File: config.mk
export PLATFORM = sky130hd
export DESIGN_NAME = rmrc_back
export DESIGN_NICKNAME = d
export VERILOG_FILES = /design/src/rtl/core/rmrc_pkg.sv /design/src/rtl/core/rmrc_back.sv
export SDC_FILE = /design/constraint.sdc
export NUM_CORES = 1
export LEC_CHECK = 0
export BUFFER_PORTS_ARGS = -buffer_cell sky130_fd_sc_hd__buf_2
export CORE_MARGIN = 2
export CORE_UTILIZATION = 26
export CTS_BUF_LIST = sky130_fd_sc_hd__clkbuf_16
export DETAILED_ROUTE_END_ITERATION = 16
export GPL_ROUTABILITY_DRIVEN = 1
export PLACE_DENSITY = 0.46
export SYNTH_ARGS = -nofsm -noshare
export SYNTH_HDL_FRONTEND = slang
export SYNTH_SLANG_ARGS = --single-unit
export TNS_END_PERCENT = 1
File: constraint.sdc
create_clock -name i_clk -period 10.2 [get_ports i_clk]
set_input_delay 0.51 -clock i_clk [delete_from_list [all_inputs] [get_ports i_clk]]
set_output_delay 0.51 -clock i_clk [all_outputs]
set_load 0.01 [all_outputs]
File: src/rtl/core/rmrc_pkg.sv
// ----------------------------------------------------------------------------
// rmrc_pkg
// Shared types, constants and CRC helpers for the Modbus RTU read reply
// checker.
// ----------------------------------------------------------------------------
`default_nettype none

package rmrc_pkg;

    localparam logic [15:0] CRC_INIT          = 16'hFFFF;
    localparam logic [15:0] CRC_POLY          = 16'hA001;
    localparam logic [7:0]  FUNC_READ_HOLDING = 8'h03;
    localparam logic [6:0]  MAX_REGS          = 7'd125;

    localparam logic [2:0] STATUS_OK        = 3'd0;
    localparam logic [2:0] STATUS_TIMEOUT   = 3'd1;
    localparam logic [2:0] STATUS_HEADER    = 3'd2;
    localparam logic [2:0] STATUS_CRC       = 3'd3;
    localparam logic [2:0] STATUS_NONFINITE = 3'd4;

    localparam logic [1:0] CFG_SLAVE_ADDRESS  = 2'd0;
    localparam logic [1:0] CFG_REGISTER_COUNT = 2'd1;
    localparam logic [1:0] CFG_FIRST_VALUE    = 2'd2;
    localparam logic [1:0] CFG_SECOND_VALUE   = 2'd3;

    localparam logic [7:0] RST_SLAVE_ADDRESS  = 8'd1;
    localparam logic [6:0] RST_REGISTER_COUNT = 7'd22;
    localparam logic [6:0] RST_FIRST_VALUE    = 7'd0;
    localparam logic [6:0] RST_SECOND_VALUE   = 7'd20;

    typedef enum logic {
        OP_BYTE,
        OP_CLOSE
    } t_op;

    typedef struct packed {
        t_op        op;
        logic [7:0] data;
    } t_item;

    typedef struct packed {
        logic [7:0] slave_address;
        logic [6:0] register_count;
        logic [6:0] first_value_register;
        logic [6:0] second_value_register;
    } t_cfg;

    typedef struct packed {
        logic [2:0]  status;
        logic [31:0] first_value_word;
        logic [31:0] second_value_word;
        logic [15:0] computed_crc;
    } t_res;

    function automatic logic [15:0] crc_update(input logic [15:0] crc, input logic [7:0] b);
        logic [15:0] c;
        c = crc ^ {8'h00, b};
        for (int k = 0; k < 8; k++) begin
            if (c[0]) begin
                c = (c >> 1) ^ CRC_POLY;
            end else begin
                c = c >> 1;
            end
        end
        return c;
    endfunction

    function automatic logic [31:0] place_byte(input logic [31:0] word, input logic [1:0] pos,
                                               input logic [7:0] b);
        logic [31:0] w;
        w = word;
        case (pos)
            2'd0:    w[31:24] = b;
            2'd1:    w[23:16] = b;
            2'd2:    w[15:8]  = b;
            default: w[7:0]   = b;
        endcase
        return w;
    endfunction

    function automatic logic non_finite(input logic [31:0] w);
        return w[30:23] == 8'hFF;
    endfunction

endpackage

`default_nettype wire

File: src/rtl/core/rmrc_back.sv
// ----------------------------------------------------------------------------
// rmrc_back
// Frame engine: header check, CRC-16 per byte, value capture and verdict,
// with a two-entry result queue toward the reader.
// ----------------------------------------------------------------------------
`default_nettype none

module rmrc_back (
    input  wire               i_clk,
    input  wire               i_rst_n,
    input  rmrc_pkg::t_cfg    i_cfg,
    input  wire               i_valid,
    input  rmrc_pkg::t_item   i_item,
    output logic              o_take,
    output logic              empty,
    input  wire               pop,
    output rmrc_pkg::t_res    o_res
);

    logic [7:0]  r_byte_index;
    logic [15:0] r_crc;
    logic        r_header_good;
    logic [7:0]  r_crc_low;
    logic [31:0] r_first_asm;
    logic [31:0] r_second_asm;
    logic [31:0] r_last_first;
    logic [31:0] r_last_second;
    logic        r_frame_done;

    logic [7:0]  n_byte_index;
    logic [15:0] n_crc;
    logic        n_header_good;
    logic [7:0]  n_crc_low;
    logic [31:0] n_first_asm;
    logic [31:0] n_second_asm;
    logic [31:0] n_last_first;
    logic [31:0] n_last_second;
    logic        n_frame_done;

    rmrc_pkg::t_res r_oq [2];
    logic           r_owp;
    logic           r_orp;
    logic [1:0]     r_ocnt;

    logic [6:0]  rc;
    logic [7:0]  data_len;
    logic [7:0]  frame_len;
    logic [7:0]  dpos;
    logic [7:0]  start1;
    logic [7:0]  start2;
    logic [7:0]  diff1;
    logic [7:0]  diff2;
    logic        pop_ok;
    logic        res_valid;
    rmrc_pkg::t_res res;
    logic [2:0]  verdict;
    logic [15:0] pkt_crc;

    assign pop_ok = pop && (r_ocnt != 2'd0);
    assign empty  = (r_ocnt == 2'd0);
    assign o_res  = r_oq[r_orp];
    assign o_take = i_valid && ((r_ocnt != 2'd2) || pop_ok);

    assign rc        = (i_cfg.register_count > rmrc_pkg::MAX_REGS) ? rmrc_pkg::MAX_REGS
                                                                   : i_cfg.register_count;
    assign data_len  = {rc, 1'b0};
    assign frame_len = data_len + 8'd5;
    assign dpos      = r_byte_index - 8'd3;
    assign start1    = {i_cfg.first_value_register, 1'b0};
    assign start2    = {i_cfg.second_value_register, 1'b0};
    assign diff1     = dpos - start1;
    assign diff2     = dpos - start2;
    assign pkt_crc   = {i_item.data, r_crc_low};

    always_comb begin
        if (!r_header_good) begin
            verdict = rmrc_pkg::STATUS_HEADER;
        end else if (pkt_crc != r_crc) begin
            verdict = rmrc_pkg::STATUS_CRC;
        end else if (rmrc_pkg::non_finite(r_first_asm) ||
                     rmrc_pkg::non_finite(r_second_asm)) begin
            verdict = rmrc_pkg::STATUS_NONFINITE;
        end else begin
            verdict = rmrc_pkg::STATUS_OK;
        end
    end

    always_comb begin
        n_byte_index  = r_byte_index;
        n_crc         = r_crc;
        n_header_good = r_header_good;
        n_crc_low     = r_crc_low;
        n_first_asm   = r_first_asm;
        n_second_asm  = r_second_asm;
        n_last_first  = r_last_first;
        n_last_second = r_last_second;
        n_frame_done  = r_frame_done;
        res_valid     = 1'b0;
        res.status            = rmrc_pkg::STATUS_TIMEOUT;
        res.first_value_word  = r_last_first;
        res.second_value_word = r_last_second;
        res.computed_crc      = r_crc;
        if (o_take) begin
            if (i_item.op == rmrc_pkg::OP_CLOSE) begin
                res_valid     = !r_frame_done;
                n_byte_index  = 8'd0;
                n_crc         = rmrc_pkg::CRC_INIT;
                n_header_good = 1'b1;
                n_crc_low     = 8'd0;
                n_first_asm   = 32'd0;
                n_second_asm  = 32'd0;
                n_frame_done  = 1'b0;
            end else if (!r_frame_done && (r_byte_index < frame_len)) begin
                if ((r_byte_index == 8'd0) && (i_item.data != i_cfg.slave_address)) begin
                    n_header_good = 1'b0;
                end
                if ((r_byte_index == 8'd1) && (i_item.data != rmrc_pkg::FUNC_READ_HOLDING)) begin
                    n_header_good = 1'b0;
                end
                if ((r_byte_index == 8'd2) && (i_item.data != data_len)) begin
                    n_header_good = 1'b0;
                end
                if ((r_byte_index >= 8'd3) && (r_byte_index < data_len + 8'd3)) begin
                    if ((dpos >= start1) && (diff1 < 8'd4)) begin
                        n_first_asm = rmrc_pkg::place_byte(r_first_asm, diff1[1:0], i_item.data);
                    end
                    if ((dpos >= start2) && (diff2 < 8'd4)) begin
                        n_second_asm = rmrc_pkg::place_byte(r_second_asm, diff2[1:0],
                                                            i_item.data);
                    end
                end
                n_byte_index = r_byte_index + 8'd1;
                if (r_byte_index < frame_len - 8'd2) begin
                    n_crc = rmrc_pkg::crc_update(r_crc, i_item.data);
                end else if (r_byte_index == frame_len - 8'd2) begin
                    n_crc_low = i_item.data;
                end else begin
                    n_frame_done = 1'b1;
                    res_valid    = 1'b1;
                    res.status   = verdict;
                    if (verdict == rmrc_pkg::STATUS_OK) begin
                        n_last_first          = r_first_asm;
                        n_last_second         = r_second_asm;
                        res.first_value_word  = r_first_asm;
                        res.second_value_word = r_second_asm;
                    end
                end
            end
        end
    end

    always_ff @(posedge i_clk) begin
        if (!i_rst_n) begin
            r_byte_index  <= 8'd0;
            r_crc         <= rmrc_pkg::CRC_INIT;
            r_header_good <= 1'b1;
            r_crc_low     <= 8'd0;
            r_first_asm   <= 32'd0;
            r_second_asm  <= 32'd0;
            r_last_first  <= 32'd0;
            r_last_second <= 32'd0;
            r_frame_done  <= 1'b0;
            r_owp         <= 1'b0;
            r_orp         <= 1'b0;
            r_ocnt        <= 2'd0;
        end else begin
            r_byte_index  <= n_byte_index;
            r_crc         <= n_crc;
            r_header_good <= n_header_good;
            r_crc_low     <= n_crc_low;
            r_first_asm   <= n_first_asm;
            r_second_asm  <= n_second_asm;
            r_last_first  <= n_last_first;
            r_last_second <= n_last_second;
            r_frame_done  <= n_frame_done;
            r_owp         <= res_valid ? ~r_owp : r_owp;
            r_orp         <= pop_ok ? ~r_orp : r_orp;
            r_ocnt        <= r_ocnt + {1'b0, res_valid} - {1'b0, pop_ok};
        end
    end

    always_ff @(posedge i_clk) begin
        if (res_valid) begin
            r_oq[r_owp] <= res;
        end
    end

endmodule

`default_nettype wire

==> impl_metrics.json <==
{
  "antenna_found_initial": 0,
  "h-tree-depth": 2,
  "ir_drop_mv": 0.0966,
  "crit_required_ns": 10.34,
  "routed_wl_mm": 40.7,
  "die_y_um": 247,
  "initial_core_util_pct": 26.4,
  "synth_commonest_cells": "dfxtp_1 (167), edfxtp_1 (166), nand2_1 (149), mux2_2 (147), a22o_1 (72)",
  "worstSkewPairLatency_ns": 0.52,
  "ys_types": 72,
  "outcome": "completed",
  "ys.flop_type": "dfxtp_1",
  "cp-end-kind": "flip-flop",
  "setup_viol": 0,
  "fillers": 5918,
  "place_congestion": 0.791,
  "min_period_ns": 5.33,
  "synth.avg_cell_area_um2": 12.2,
  "ys_seq_area_share_pct": 54.4,
  "drc": 0,
  "grtUsageTotal_pct": 13.3,
  "clk_pin_slew_ns": 0.06,
  "hp-class": "flip-flop to flip-flop",
  "synth.top_cell.area_share_pct": 32.5,
  "final_nets": 1440,
  "io_buffer_count": 126,
  "slew_headroom_pct": 34.8,
  "core_area_mm2": 0.0579,
  "vias": 9885,
  "cts_resized": 0,
  "path_cells": "buf_2, and4_1, a21boi_0, ha_1, nand3_1, xor2_1, ha_1, a211oi_1, o21ai_2, nor2_1, a31oi_1, nor2b_4, buf_4, buf_4",
  "synth_area_mm2": 0.0153,
  "crit_family": "compound AO/OA/AOI/OAI gates",
  "yosysTopAreaCell": "edfxtp_1",
  "synth_area_leaders": "edfxtp_1 (33%), dfxtp_1 (22%), mux2_2 (11%)",
  "synthToLayoutAreaGrowth_pct": 15.9,
  "globalRouteOverflowTotal": 0,
  "rsz0062_at_grt": "false",
  "path_buf_inv": 3,
  "synthCells": 1257,
  "die_area_mm2": 0.0609,
  "cts_buffers": 36,
  "fmax_ghz": 0.188,
  "drt_iter0_drc": 515,
  "fin_ws_ns": 4.87,
  "max_cap_viol_count": 0,
  "fin_tns_setup_ns": 0,
  "seqCellArea_mm2": 0.00833,
  "worst_clock_skew_ns": 0.0219,
  "post_drt_via_cell_ratio": 4.60,
  "timing.final.hold_violations": 0,
  "cts_buffer_depth": 3,
  "holdWs_ns": 0.455,
  "cp-start-kind": "primary input",
  "yosysMostFrequentCell": "dfxtp_1",
  "grt_pass1_vias": 9904,
  "multi_input_area_mm2": 0.00652,
  "wire_per_inst_um": 19.0,
  "drive_gt1_share_pct": 25.7,
  "worst_pin_slew_ns": 0.977,
  "holdBufCountCts": 0,
  "grt_pass1_wl_mm": 61.6,
  "cts_sinks": 333,
  "dr.pass1.iters": 5,
  "crit_arrival_ns": 5.47,
  "cts_setup_buffers": 0,
  "powerDensity_mw_per_mm2": 184,
  "worstSetupPathType": "primary input to flip-flop",
  "max_stage_delay_ns": 0.74,
  "period_share_pct": 52.2,
  "cts_tree": "yes",
  "drt.antenna.violating_nets": 0,
  "p_leak_nw": 6.25,
  "report.final.slew_viol_count": 0,
  "grt_max_degree": 129,
  "synth_edf_count": 166,
  "io-pin-count": 127,
  "synth_warnings": 0,
  "synthesis.nets": 1342,
  "cp_max_fo": 46,
  "cts_root_buffer": "clkbuf_16",
  "rows": 88,
  "hpwl_mm": 26.4,
  "ys_seq_elements": 333,
  "async_flop_share_pct": 0,
  "dp_slack_ns": 4.31,
  "cp_slowest_cell": "a21boi_0",
  "die_w_um": 247
}
## cell type report
| cell class | instances | area share, % |
|---|---|---|
| antenna | 1 | 0.0141 |
| clock buffer | 38 | 5.36 |
| clock inverter | 28 | 0.874 |
| inverter | 33 | 0.698 |
| multi-input combinational | 816 | 36.7 |
| sequential | 333 | 46.9 |
| tap | 765 | 5.39 |
| timing repair buffer | 135 | 4.02 |
## layout by cell type (no fill, tap or decap), drive strengths merged, types with 27 or more instances in the layout
cell type	Yosys	final
a22o	72	72
buf	27	135
clkbuf	48	38
dfxtp	167	167
edfxtp	166	166
ha	41	41
inv	33	45
mux2	147	147
mux2i	69	69
nand2	149	149
nor2	44	44
o21ai	28	28
xnor2	50	50
xor2	27	27
## state kept, by name, indices dropped and copies added, names as in the netlist, named ones only
signal,count
r_last_first,32
r_second_asm,32
r_first_asm,32
r_last_second,32
r_crc,16
r_ocnt,2
r_byte_index,8
r_header_good,1
r_crc_low,8
r_frame_done,1
r_orp,1
r_oq,166
r_owp,1
## path summary, 6_finish.rpt
check	from	endpoint	slack (ns)	cells after the start
max	i_cfg[17]	r_oq[1][2]	4.87	14
min	r_last_second[25]	r_last_second[25]	0.45	2
max reg2reg	r_byte_index[0]	r_first_asm[3]	5.54	11
min reg2reg	r_last_second[25]	r_last_second[25]	0.45	2
## layer usage
layer	track usage [%]	vias up	wire length, um
li1	-	4828	-
met1	18.1	4848	19500
met2	22.3	176	19300
met3	1.99	33	1430
met4	2.78	0	536
met5	0	-	0
## worst reg2reg max path: stages, from the launching register on
cell	delay (ns)
dfxtp_1	0.75
inv_1	0.33
nor2_1	0.50
nor4_1	0.12
xnor2_1	0.26
ha_1	0.32
a21oi_1	0.17
nor2_1	0.05
a2111oi_0	0.49
o2111ai_1	0.60
nor4b_4	0.80
a22o_1	0.23
## per-stage QoR
step / utilization (%) / cell area (um^2) / power (mW) / std cells
after floorplan: - / 15300 / 1.86 / 1257
after global placement: 28.7 / 16600 / 2.09 / 2082
after detailed placement: 28.7 / 16600 / 2.09 / 2082
after CTS: 30.7 / 17800 / 3.33 / 2148
after global routing: 30.7 / 17800 / 3.42 / 2148
final: 30.7 / 17800 / 3.27 / 2149
## cells by family after synthesis
logic type | share of synthesized area [%]
DFF | 54.4
and+or+nand+nor | 9.98
muxes | 15.3
AOI/OAI and AO/OA | 9.13
buffers and inverters | 3.18
xor gates and xnor gates | 4.40
adders and majority gates | 3.61
## power by group
part           internal [mW]  leakage [nW]  switching (mW)
registers               1.45          2.87          0.0537
clock network          0.700         0.586           0.529
logic                  0.232          2.79           0.313
Power figures use the tool's default switching activity.
